<file path="config.mk">
export PLATFORM = sky130hd
export DESIGN_NAME = diagnostic_request_responder
export DESIGN_NICKNAME = d
export VERILOG_FILES = /design/src/design/ddr_pkg.sv /design/src/design/ddr_front.sv /design/src/design/ddr_back.sv /design/src/design/diagnostic_request_responder.sv
export SDC_FILE = /design/constraint.sdc
export NUM_CORES = 1
export LEC_CHECK = 0
export ABC_AREA = 0
export BUFFER_PORTS_ARGS = -buffer_cell sky130_fd_sc_hd__buf_2
export CAP_MARGIN = 25
export CORE_MARGIN = 4
export CORE_UTILIZATION = 30
export CTS_BUF_LIST = sky130_fd_sc_hd__clkbuf_4
export DETAILED_ROUTE_END_ITERATION = 7
export PLACE_DENSITY = 0.56
export SETUP_SLACK_MARGIN = 0.05
export SLEW_MARGIN = 15
export SYNTH_ARGS = -nofsm -noshare
export SYNTH_HDL_FRONTEND = slang
export SYNTH_SLANG_ARGS = --single-unit
</file>
<file path="constraint.sdc">
create_clock -name clk -period 11.3 [get_ports clk]
set_input_delay 3.39 -clock clk [delete_from_list [all_inputs] [get_ports clk]]
set_output_delay 3.39 -clock clk [all_outputs]
set_load 0.005 [all_outputs]
</file>
<file path="src/design/ddr_pkg.sv">
`default_nettype none
package ddr_pkg;
	localparam int MAX_MSG = 4095;
	localparam int CNT_W = 13;
	localparam int RESP_MAX = 19;
	localparam int IDX_W = 5;
	localparam logic [16:0] IDLE_SAT = 17'h1FFFF;

	localparam logic [2:0] REG_DID_VERSION = 3'd0;
	localparam logic [2:0] REG_DID_UPTIME = 3'd1;
	localparam logic [2:0] REG_DID_STATS = 3'd2;
	localparam logic [2:0] REG_DID_LED = 3'd3;
	localparam logic [2:0] REG_S3_LIMIT = 3'd4;

	localparam logic [7:0] SID_SESSION = 8'h10;
	localparam logic [7:0] SID_READ = 8'h22;
	localparam logic [7:0] SID_WRITE = 8'h2E;
	localparam logic [7:0] SID_FAULT = 8'h19;
	localparam logic [7:0] SID_PRESENT = 8'h3E;
	localparam logic [7:0] NEG_RESP = 8'h7F;
	localparam logic [7:0] NRC_NOT_SUPPORTED = 8'h11;
	localparam logic [7:0] NRC_SUB_NOT_SUPPORTED = 8'h12;
	localparam logic [7:0] NRC_CONDITIONS = 8'h22;
	localparam logic [7:0] NRC_OUT_OF_RANGE = 8'h31;

	typedef struct packed {
		logic        req_type;
		logic [7:0]  data_byte;
		logic        last_byte;
		logic [31:0] tx_frames;
		logic [31:0] rx_frames;
		logic [31:0] tx_acked;
		logic [31:0] error_sum;
		logic        bus_off_seen;
		logic        passive_seen;
		logic        protocol_fault_seen;
	} req_t;

	typedef struct packed {
		logic [7:0] resp_byte;
		logic       resp_last;
		logic [7:0] led_level;
		logic       in_extended;
	} resp_t;

	typedef struct packed {
		logic [RESP_MAX-1:0][7:0] bytes;
		logic [IDX_W-1:0]         count;
		logic [7:0]               led_level;
		logic                     in_extended;
	} msg_t;

	function automatic logic [7:0] version_char(input logic [3:0] i);
		case (i)
			4'd0: version_char = 8'h47;
			4'd1: version_char = 8'h34;
			4'd2: version_char = 8'h37;
			4'd3: version_char = 8'h34;
			4'd4: version_char = 8'h2D;
			4'd5: version_char = 8'h43;
			4'd6: version_char = 8'h41;
			4'd7: version_char = 8'h4E;
			4'd8: version_char = 8'h20;
			4'd9: version_char = 8'h76;
			4'd10: version_char = 8'h33;
			4'd11: version_char = 8'h2E;
			4'd12: version_char = 8'h30;
			default: version_char = 8'h00;
		endcase
	endfunction
endpackage
`default_nettype wire

</file>
<file path="src/design/ddr_front.sv">
`default_nettype none
module ddr_front import ddr_pkg::*; (
	input  wire logic        clk,
	input  wire logic        arst_n,
	input  wire logic        cfg_we,
	input  wire logic [2:0]  cfg_index,
	input  wire logic [15:0] cfg_data,
	input  wire logic        in_valid,
	output logic             in_stall,
	input  wire req_t        in_data,
	output logic             msg_valid,
	output msg_t             msg,
	input  wire logic        msg_stall
);
	logic [15:0] did_version_q, did_uptime_q, did_stats_q, did_led_q, s3_limit_q;
	logic        ext_q;
	logic [16:0] idle_q;
	logic [9:0]  ms_q;
	logic [31:0] up_q;
	logic [3:0][7:0] head_q;
	logic [CNT_W-1:0] cnt_q;
	logic [7:0]  led_q;

	logic        acc;
	logic [1:0]  hidx;
	logic [3:0][7:0] h;
	logic [CNT_W-1:0] len;
	logic        serve;
	msg_t        m;
	logic        n_ext;
	logic [7:0]  n_led;
	logic        emit;
	logic [15:0] did;
	logic [6:0]  sub;
	logic [31:0] st [4];

	assign in_stall = msg_valid && msg_stall;
	assign acc = in_valid && !in_stall;
	assign hidx = cnt_q[1:0];
	assign len = cnt_q + CNT_W'(1);
	assign serve = !in_data.req_type && in_data.last_byte && cnt_q < CNT_W'(MAX_MSG);
	assign did = {h[1], h[2]};
	assign sub = h[1][6:0];
	assign st[0] = in_data.tx_frames;
	assign st[1] = in_data.rx_frames;
	assign st[2] = in_data.tx_acked;
	assign st[3] = in_data.error_sum;

	always_comb begin
		h = head_q;
		if (cnt_q < CNT_W'(4)) begin
			h[hidx] = in_data.data_byte;
		end
		m = '0;
		n_ext = ext_q;
		n_led = led_q;
		emit = 1'b1;
		m.bytes[0] = NEG_RESP;
		m.bytes[1] = h[0];
		m.bytes[2] = NRC_NOT_SUPPORTED;
		m.count = IDX_W'(3);
		case (h[0])
			SID_SESSION: begin
				if (len != CNT_W'(2)) begin
					m.bytes[2] = NRC_OUT_OF_RANGE;
				end else if (sub != 7'd1 && sub != 7'd3) begin
					m.bytes[2] = NRC_SUB_NOT_SUPPORTED;
				end else begin
					n_ext = (sub == 7'd3);
					m.bytes[0] = 8'h50;
					m.bytes[1] = {1'b0, sub};
					m.bytes[2] = 8'h00;
					m.bytes[3] = 8'h32;
					m.bytes[4] = 8'h01;
					m.bytes[5] = 8'hF4;
					m.count = IDX_W'(6);
				end
			end
			SID_READ: begin
				m.bytes[2] = NRC_OUT_OF_RANGE;
				if (len == CNT_W'(3)) begin
					if (did == did_version_q) begin
						m.bytes[0] = 8'h62;
						m.bytes[1] = h[1];
						m.bytes[2] = h[2];
						for (int i = 0; i < 13; i++) begin
							m.bytes[3+i] = version_char(4'(i));
						end
						m.count = IDX_W'(16);
					end else if (did == did_uptime_q) begin
						m.bytes[0] = 8'h62;
						m.bytes[1] = h[1];
						m.bytes[2] = h[2];
						for (int i = 0; i < 4; i++) begin
							m.bytes[3+i] = up_q[31-8*i -: 8];
						end
						m.count = IDX_W'(7);
					end else if (did == did_stats_q) begin
						m.bytes[0] = 8'h62;
						m.bytes[1] = h[1];
						m.bytes[2] = h[2];
						for (int j = 0; j < 4; j++) begin
							for (int i = 0; i < 4; i++) begin
								m.bytes[3+4*j+i] = st[j][31-8*i -: 8];
							end
						end
						m.count = IDX_W'(19);
					end else if (did == did_led_q) begin
						m.bytes[0] = 8'h62;
						m.bytes[1] = h[1];
						m.bytes[2] = h[2];
						m.bytes[3] = led_q;
						m.count = IDX_W'(4);
					end
				end
			end
			SID_WRITE: begin
				if (!ext_q) begin
					m.bytes[2] = NRC_CONDITIONS;
				end else if (len != CNT_W'(4) || did != did_led_q) begin
					m.bytes[2] = NRC_OUT_OF_RANGE;
				end else begin
					n_led = h[3];
					m.bytes[0] = 8'h6E;
					m.bytes[1] = h[1];
					m.bytes[2] = h[2];
				end
			end
			SID_FAULT: begin
				if (len != CNT_W'(3) || h[1] != 8'h01) begin
					m.bytes[2] = NRC_OUT_OF_RANGE;
				end else begin
					m.bytes[0] = 8'h59;
					m.bytes[1] = 8'h01;
					m.bytes[2] = 8'h01;
					m.bytes[3] = 8'hC1;
					m.bytes[4] = 8'h00;
					m.bytes[5] = {7'd0, in_data.bus_off_seen};
					m.bytes[6] = 8'hC1;
					m.bytes[7] = 8'h01;
					m.bytes[8] = {7'd0, in_data.passive_seen};
					m.bytes[9] = 8'hC1;
					m.bytes[10] = 8'h02;
					m.bytes[11] = {7'd0, in_data.protocol_fault_seen};
					m.count = IDX_W'(12);
				end
			end
			SID_PRESENT: begin
				if (len == CNT_W'(2) && sub == 7'd0) begin
					emit = !h[1][7];
					m.bytes[0] = 8'h7E;
					m.bytes[1] = 8'h00;
					m.count = IDX_W'(2);
				end else begin
					m.bytes[2] = NRC_SUB_NOT_SUPPORTED;
				end
			end
			default: begin
			end
		endcase
		m.led_level = n_led;
		m.in_extended = n_ext;
	end

	always_ff @(posedge clk or negedge arst_n) begin
		if (!arst_n) begin
			did_version_q <= 16'hF195;
			did_uptime_q <= 16'h0100;
			did_stats_q <= 16'h0101;
			did_led_q <= 16'h0102;
			s3_limit_q <= 16'd5000;
		end else if (cfg_we) begin
			case (cfg_index)
				REG_DID_VERSION: did_version_q <= cfg_data;
				REG_DID_UPTIME: did_uptime_q <= cfg_data;
				REG_DID_STATS: did_stats_q <= cfg_data;
				REG_DID_LED: did_led_q <= cfg_data;
				REG_S3_LIMIT: s3_limit_q <= cfg_data;
				default: begin
				end
			endcase
		end
	end

	always_ff @(posedge clk) begin
		if (acc && !in_data.req_type && cnt_q < CNT_W'(4)) begin
			head_q[hidx] <= in_data.data_byte;
		end
		if (acc && serve) begin
			msg <= m;
		end
	end

	always_ff @(posedge clk or negedge arst_n) begin
		if (!arst_n) begin
			ext_q <= 1'b0;
			idle_q <= '0;
			ms_q <= '0;
			up_q <= '0;
			cnt_q <= '0;
			led_q <= '0;
			msg_valid <= 1'b0;
		end else begin
			if (msg_valid && !msg_stall && !(acc && serve)) begin
				msg_valid <= 1'b0;
			end
			if (acc) begin
				if (in_data.req_type) begin
					if (ms_q == 10'd999) begin
						ms_q <= '0;
						up_q <= up_q + 32'd1;
					end else begin
						ms_q <= ms_q + 10'd1;
					end
					if (idle_q != IDLE_SAT) begin
						idle_q <= idle_q + 17'd1;
					end
					if ((idle_q != IDLE_SAT ? idle_q + 17'd1 : idle_q) > {1'b0, s3_limit_q}) begin
						ext_q <= 1'b0;
					end
				end else if (!in_data.last_byte) begin
					if (cnt_q != CNT_W'(MAX_MSG + 1)) begin
						cnt_q <= cnt_q + CNT_W'(1);
					end
				end else begin
					cnt_q <= '0;
					if (serve) begin
						idle_q <= '0;
						ext_q <= n_ext;
						led_q <= n_led;
						msg_valid <= emit;
					end
				end
			end
		end
	end
endmodule
`default_nettype wire

</file>
<file path="src/design/ddr_back.sv">
`default_nettype none
module ddr_back import ddr_pkg::*; (
	input  wire logic clk,
	input  wire logic arst_n,
	input  wire logic msg_valid,
	input  wire msg_t msg,
	output logic      msg_stall,
	output logic      out_valid,
	output resp_t     out_data,
	input  wire logic stall
);
	msg_t             cur_q;
	logic             busy_q;
	logic [IDX_W-1:0] pos_q;
	logic             adv;
	logic             done;

	assign adv = !out_valid || !stall;
	assign done = busy_q && pos_q + IDX_W'(1) == cur_q.count;
	assign msg_stall = busy_q && !(adv && done);

	always_ff @(posedge clk) begin
		if (msg_valid && !msg_stall) begin
			cur_q <= msg;
		end
		if (adv && busy_q) begin
			out_data.resp_byte <= cur_q.bytes[pos_q];
			out_data.resp_last <= done;
			out_data.led_level <= cur_q.led_level;
			out_data.in_extended <= cur_q.in_extended;
		end
	end

	always_ff @(posedge clk or negedge arst_n) begin
		if (!arst_n) begin
			busy_q <= 1'b0;
			pos_q <= '0;
			out_valid <= 1'b0;
		end else begin
			if (adv) begin
				out_valid <= busy_q;
			end
			if (msg_valid && !msg_stall) begin
				busy_q <= 1'b1;
				pos_q <= '0;
			end else if (adv && busy_q) begin
				pos_q <= done ? '0 : pos_q + IDX_W'(1);
				if (done) begin
					busy_q <= 1'b0;
				end
			end
		end
	end
endmodule
`default_nettype wire

</file>
<file path="src/design/diagnostic_request_responder.sv">
// Diagnostic request responder.
// Input channel (in_valid, in_stall, in_data): one transaction per cycle
// unless stalled, either a request byte or a one millisecond tick. Request
// bytes collect until last_byte; the front part then builds the full reply.
// A one-entry message register parts the front from the back part, which
// sends the reply one byte per transaction on (out_valid, stall, out_data).
// The first reply byte passes through the message register, the back
// part's current-message register and the output register. The input
// stalls only while a finished reply waits in the message register and
// the back part is still sending an earlier reply.
// Configuration: cfg_we, cfg_index, cfg_data write one register per cycle.
// Reset clears sessions, timers, counters and LED level and restores the
// default identifiers; no clearing pass is needed.
// A stalled receiver freezes out_data and, once the message register is
// full, backs up to in_stall.
`default_nettype none
module diagnostic_request_responder import ddr_pkg::*; (
	input  wire logic        clk,
	input  wire logic        arst_n,
	input  wire logic        cfg_we,
	input  wire logic [2:0]  cfg_index,
	input  wire logic [15:0] cfg_data,
	input  wire logic        in_valid,
	output logic             in_stall,
	input  wire req_t        in_data,
	output logic             out_valid,
	output resp_t            out_data,
	input  wire logic        stall
);
	logic msg_valid;
	logic msg_stall;
	msg_t msg;

	ddr_front u_front (
		.clk, .arst_n, .cfg_we, .cfg_index, .cfg_data,
		.in_valid, .in_stall, .in_data,
		.msg_valid, .msg, .msg_stall
	);

	ddr_back u_back (
		.clk, .arst_n, .msg_valid, .msg, .msg_stall,
		.out_valid, .out_data, .stall
	);
endmodule
`default_nettype wire

</file>
### After elaboration in Yosys (flattened, before gate mapping)

Cells that the tools add are included.

| word-level totals | value |
|---|---|
| input bits | 165 |
| output and inout port bits | 20 |
| flip-flop bits (word level) | 551 |
| logic and storage cells | 224 |

| cells by class | value |
|---|---|
| magnitude comparators | 6 |
| add/sub/neg operators | 5 |
| equal/unequal tests | 28 |
| mux-type cells | 62 |
| reduce and logical (&&, ||, !) cells | 48 |
| bitwise operators | 4 |

Operators by type and width:

| operator | count |
|---|---|
| two-way mux 131 bit | 1 |
| one-hot mux 24 bit (5 select lines) | 1 |
| two-way mux 101 bit | 1 |
| one-hot mux 48 bit (2 select lines) | 1 |
| two-way mux 94 bit | 1 |
| two-way mux 21 bit | 4 |
| two-way mux 37 bit | 2 |
| one-hot mux 24 bit (3 select lines) | 1 |
| two-way mux 70 bit | 1 |
| two-way mux 17 bit | 4 |
| two-way mux 65 bit | 1 |
| == test 16 bit | 4 |
| two-way mux 8 bit | 8 |
| two-way mux 61 bit | 1 |
| two-way mux 24 bit | 2 |
| binary-select mux 8 bit (select 5 bit) | 1 |
| adder 32 x 1 -> 32 bit (second input constant) | 1 |
| bitwise mux 32 bit | 1 |
| two-way mux 16 bit | 2 |
| two-way mux 32 bit | 1 |
| == test 13 x 2 -> 1 bit (second input constant) | 2 |
| two-way mux 13 bit | 2 |
| inequality test 13 x 2 -> 1 bit (second input constant) | 2 |
| == test 8 x 6 -> 1 bit (second input constant) | 3 |
| other kinds (43) | 105 |

### Logic depth before layout (Yosys ltp)

| logic depth | value |
|---|---|
| word-level depth | 17 |
| mapped depth | 20 |
| mapped depth without buffers | 20 |

### By module

From an unflattened synthesis, not the netlist that was laid out.

| unflattened totals | value |
|---|---|
| cells, all modules | 2009 |
| area, all modules | 25544.5 sq um |

By module, submodules not included:

| module | area each (sq um) | sequential area each (sq um) | cells an instance | instances |
|---|---|---|---|---|
| ddr_front | 18228.7 | 9933.3 | 1644 | 1 |
| ddr_back | 7315.8 | 5700.5 | 365 | 1 |

### Worst setup path after synthesis

Ideal clock, no wire load.

| timing | value |
|---|---|
| path kind | input-to-reg |
| from | input port stall |
| to | register u_back.pos_q[1] |
| data required time | 11.170 ns |
| path slack | -0.925 ns |
| setup time | 0.130 ns |
| path buffers | 0 |
| stages | 5 |
| arrival | 12.095 ns |
| cell sequence | nand2_1 > a21boi_0 > nor2b_1 > nor2_1 > a32o_1 |

| between the ends | value |
|---|---|
| word-level cells in the longest chain between the ends | 8 |
| elaborated cells on any way between the ends | 10 |
| those cells by class | mux (1); reduce/logical (9) |

RTL lines:

| item | RTL line | source |
|---|---|---|
| start: declaration | diagnostic_request_responder.sv:28 | `input wire logic stall` |
| logical NOT 1 bit (*) | ddr_back.sv:18 | `assign adv = !out_valid \|\| !stall;` |
| logical OR 1 bit (*) | ddr_back.sv:18 |  |
| logical AND 1 bit | ddr_back.sv:20 | `assign msg_stall = busy_q && !(adv && done);` |
| logical NOT 1 bit | ddr_back.sv:20 |  |
| logical AND 1 bit | ddr_back.sv:20 |  |
| logical NOT 1 bit | ddr_back.sv:43 | `if (msg_valid && !msg_stall) begin` |
| logical AND 1 bit | ddr_back.sv:43 |  |
| two-way mux 5 bit or nonzero test 2 bit (tied branches) | - |  |
| end signal: assignment | ddr_back.sv:47 | `pos_q <= done ? '0 : pos_q + IDX_W'(1);` |
| end: declaration | ddr_back.sv:14 | `logic [IDX_W-1:0] pos_q;` |

Mark *: on every way between the ends. The rest lies on a longest branch, timed or not.
A chain may end at the register's enable or synchronous reset.

### Worst setup path in the final report

| timing | value |
|---|---|
| from | input port stall |
| to | output port in_stall |

| between the ends | value |
|---|---|
| word-level cells in the longest chain between the ends | 6 |

RTL lines:

| item | RTL line | source |
|---|---|---|
| logical NOT 1 bit | ddr_back.sv:18 |  |
| logical OR 1 bit | ddr_back.sv:18 |  |
| logical AND 1 bit | ddr_back.sv:20 |  |
| logical NOT 1 bit | ddr_back.sv:20 |  |
| logical AND 1 bit | ddr_back.sv:20 |  |
| logical AND 1 bit | ddr_front.sv:37 | `assign in_stall = msg_valid && msg_stall;` |
| end: declaration | diagnostic_request_responder.sv:24 | `output logic in_stall,` |

Every way passes these cells.

==> impl_metrics.env <==
export IMPL_synth_edf_count=376
export IMPL_viasPerCell=4.99
export IMPL_synth_top_area_share=0.450
export IMPL_clk_pin_slew_ps=60
export IMPL_max_freq_mhz=132
export IMPL_drc=0
export IMPL_clk_latency_ps=1020
export IMPL_syn_num_nets=2106
export IMPL_synth_flop_cell="edfxtp_1"
export IMPL_fill_cells=8110
export IMPL_cts_root_buf="clkbuf_4"
export IMPL_arrival_ps=4180
export IMPL_avgSynthCellArea_um2=13.1
export IMPL_hold_path_class="reg2reg"
export IMPL_dr_pass1_iters=7
export IMPL_register_area_mm2=0.0155
export IMPL_die_x_um=297
export IMPL_netlist_instances=1917
export IMPL_max_clock_path_buffers=3
export IMPL_hold_viol_final=0
export IMPL_vias=16900
export IMPL_place_inst=3093
export IMPL_dieArea_mm2=0.0884
export IMPL_io_pins=185
export IMPL_timing_slew_headroom=0.282
export IMPL_holdWs_ps=354
export IMPL_drt_iter0_drc=1276
export IMPL_grt_pass1_wl_um=110000
export IMPL_vdd_drop_max_mv=0.110
export IMPL_initial_utilization=0.304
export IMPL_fp_coreArea_mm2=0.0825
export IMPL_p_sw_uw=1860
export IMPL_ctsResizeCount=0
export IMPL_fin_nets=2371
export IMPL_cts_setup_buffers=0
export IMPL_grt_util_all_layers=0.164
export IMPL_ys_seq_elements=545
export IMPL_placementRows=105
export IMPL_stdcell_count=3383
export IMPL_grt_ovfl_total=0
export IMPL_cellPowerDensity_mw_per_mm2=199
export IMPL_min_period_ps=7570
export IMPL_drive_above_1_share=0.289
export IMPL_wl_um=73800
export IMPL_syn_to_final_growth_pct=16.4
export IMPL_die_height_um=297
export IMPL_post_drt_wl_per_cell_um=21.8
export IMPL_seqPwrFrac=0.447
export IMPL_end_kind="primary output"
export IMPL_internal_power_uw=3960
export IMPL_setup_viol=0
export IMPL_setup_tns_ps=0
export IMPL_cts_sinks=545
export IMPL_crit_fanout=5
export IMPL_postCtsHoldBufs=0
export IMPL_final_cell_mix="376 x edfxtp_1, 239 x clkbuf_4, 183 x buf_2"
export IMPL_post_route_util=0.354
export IMPL_pwr_share_comb=0.228
export IMPL_htreeDepth=4
export IMPL_synthTopCellsByArea="edfxtp_1 45%, dfrtp_1 15%, mux2_2 4.1%"
export IMPL_startpoint_type="primary input"
export IMPL_cts_tree="yes"
export IMPL_grt_max_degree=86
export IMPL_antenna_found_initial=12
export IMPL_clockPowerShare=0.325
export IMPL_place_congestion=0.920
export IMPL_fin_worst_skew_ps=100
export IMPL_syn_cell_area_mm2=0.0251
export IMPL_layout_commonest_cell="edfxtp_1"
export IMPL_final_period_utilization=0.670
export IMPL_required_ps=7910
export IMPL_grt_pass1_vias=17300
export IMPL_critical_path_class="in2out"
export IMPL_yosysTopAreaCell="edfxtp_1"
export IMPL_ant_nets=0
export IMPL_async_flop_share=0.310
export IMPL_io_buffers=184
export IMPL_synth_cell_types=87
export IMPL_cts_buffers=155
export IMPL_worst_pin_slew_ps=1080
export IMPL_p_leak_uw=0.0111
export IMPL_rsz0062_at_grt="false"
export IMPL_switching_share=0.319
export IMPL_hpwl_um=52600
export IMPL_ys_seq_area_frac=0.619
export IMPL_maxSlewViolCount=0
export IMPL_yosys_warnings=0
export IMPL_drv_cap=0
export IMPL_status="complete, no violations"
export IMPL_multiInputGateArea_mm2=0.00878
## Yosys cell counts, drive strengths merged (8+ instances only)
cell    number
a22oi        8
a21oi       50
inv         81
a31oi        9
clkbuf      54
o21a        30
mux4        33
a22o        13
nand2      138
buf         45
o31ai       14
nand3       59
and3        14
xor2        42
o21ai      113
mux2        93
dfstp       19
nor2       101
a211oi      12
edfxtp     376
nand4       38
nor3        19
nor4        23
dfrtp      150
nor2b       15
mux2i       48
and2        79
o22ai       18
ha          24
a221oi       9
nand2b       9
xnor2       95
## cell type report
type                            count  area share
Sequential cell                   545       0.532
Multi-Input combinational cell   1192       0.300
Clock buffer                      239      0.0614
Tap cell                         1070      0.0458
Timing Repair Buffer              207      0.0397
Inverter                           81      0.0106
Clock inverter                     41     0.00976
Antenna cell                        8    0.000685
## stage by stage
step,cell area (um2),total power (uW),setup WS [ps]
floorplan,25100,3480,1630
global placement,27000,3950,3620
detailed placement,27100,3980,3490
CTS,29200,5900,3730
global route,29200,6150,3680
finish,29200,5810,3730
## path summary, 6_finish.rpt
check | slack, ps | depth (start not counted) | start | end
worst max register to register | 5790 | 14 | u_front.cnt_q[1] | u_front.msg[46]
min in group asynchronous | 2390 | 1 | arst_n | u_front.did_led_q[9]
worst min-delay path | 350 | 0 | u_front.msg[131] | u_back.cur_q[131]
max in group asynchronous | 7790 | 2 | arst_n | u_front.did_led_q[6]
worst min register to register | 350 | 0 | u_front.msg[131] | u_back.cur_q[131]
worst max-delay path | 3730 | 5 | stall | in_stall
## registers in the layout, summed over array words and instances, names as in the netlist
register / cells
u_back.cur_q: 163
u_back.out_valid: 1
u_front.head_q: 32
u_front.did_version_q: 16
u_back.out_data: 18
u_front.led_q: 8
u_front.msg: 163
u_back.pos_q: 5
u_front.cnt_q: 13
u_front.ms_q: 10
u_front.s3_limit_q: 16
u_front.did_stats_q: 16
u_front.ext_q: 1
u_front.idle_q: 17
u_front.did_led_q: 16
u_back.busy_q: 1
u_front.msg_valid: 1
u_front.up_q: 32
u_front.did_uptime_q: 16
## worst max-delay path: stages
cell	delay, ps
buf_2	110
nand2_1	120
a31o_2	310
inv_1	100
buf_2	140
## metal layers
layer,track usage,vias to the layer above,share of wire
li1,-,7753,-
met1,0.216,8427,0.43
met2,0.266,572,0.48
met3,0.0404,120,0.067
met4,0.0574,2,0.026
met5,0,-,0.00018
## cells by family (layout without fill, tap and decap cells)
group | count (synthesis) | in the layout | share of synthesized area
flip-flops | 545 | 545 | 0.619
AND/OR/NAND/NOR | 525 | 525 | 0.108
AO/OA/AOI/OAI | 332 | 332 | 0.0876
buffers and inverters | 180 | 568 | 0.0332
multiplexers | 174 | 174 | 0.0923
XOR/XNOR | 137 | 137 | 0.0478
adder cells (fa/ha/maj) | 24 | 24 | 0.0120
other | 0 | 8 | 0
## power by group through the flow
stage	clock network, uW	logic (uW)	registers (uW)
floorplan	0	918	2560
global placement	0	1320	2640
detailed placement	0	1340	2640
CTS	1960	1350	2600
global route	2080	1450	2620
finish	1890	1330	2600
Power figures use the tool's default switching activity.
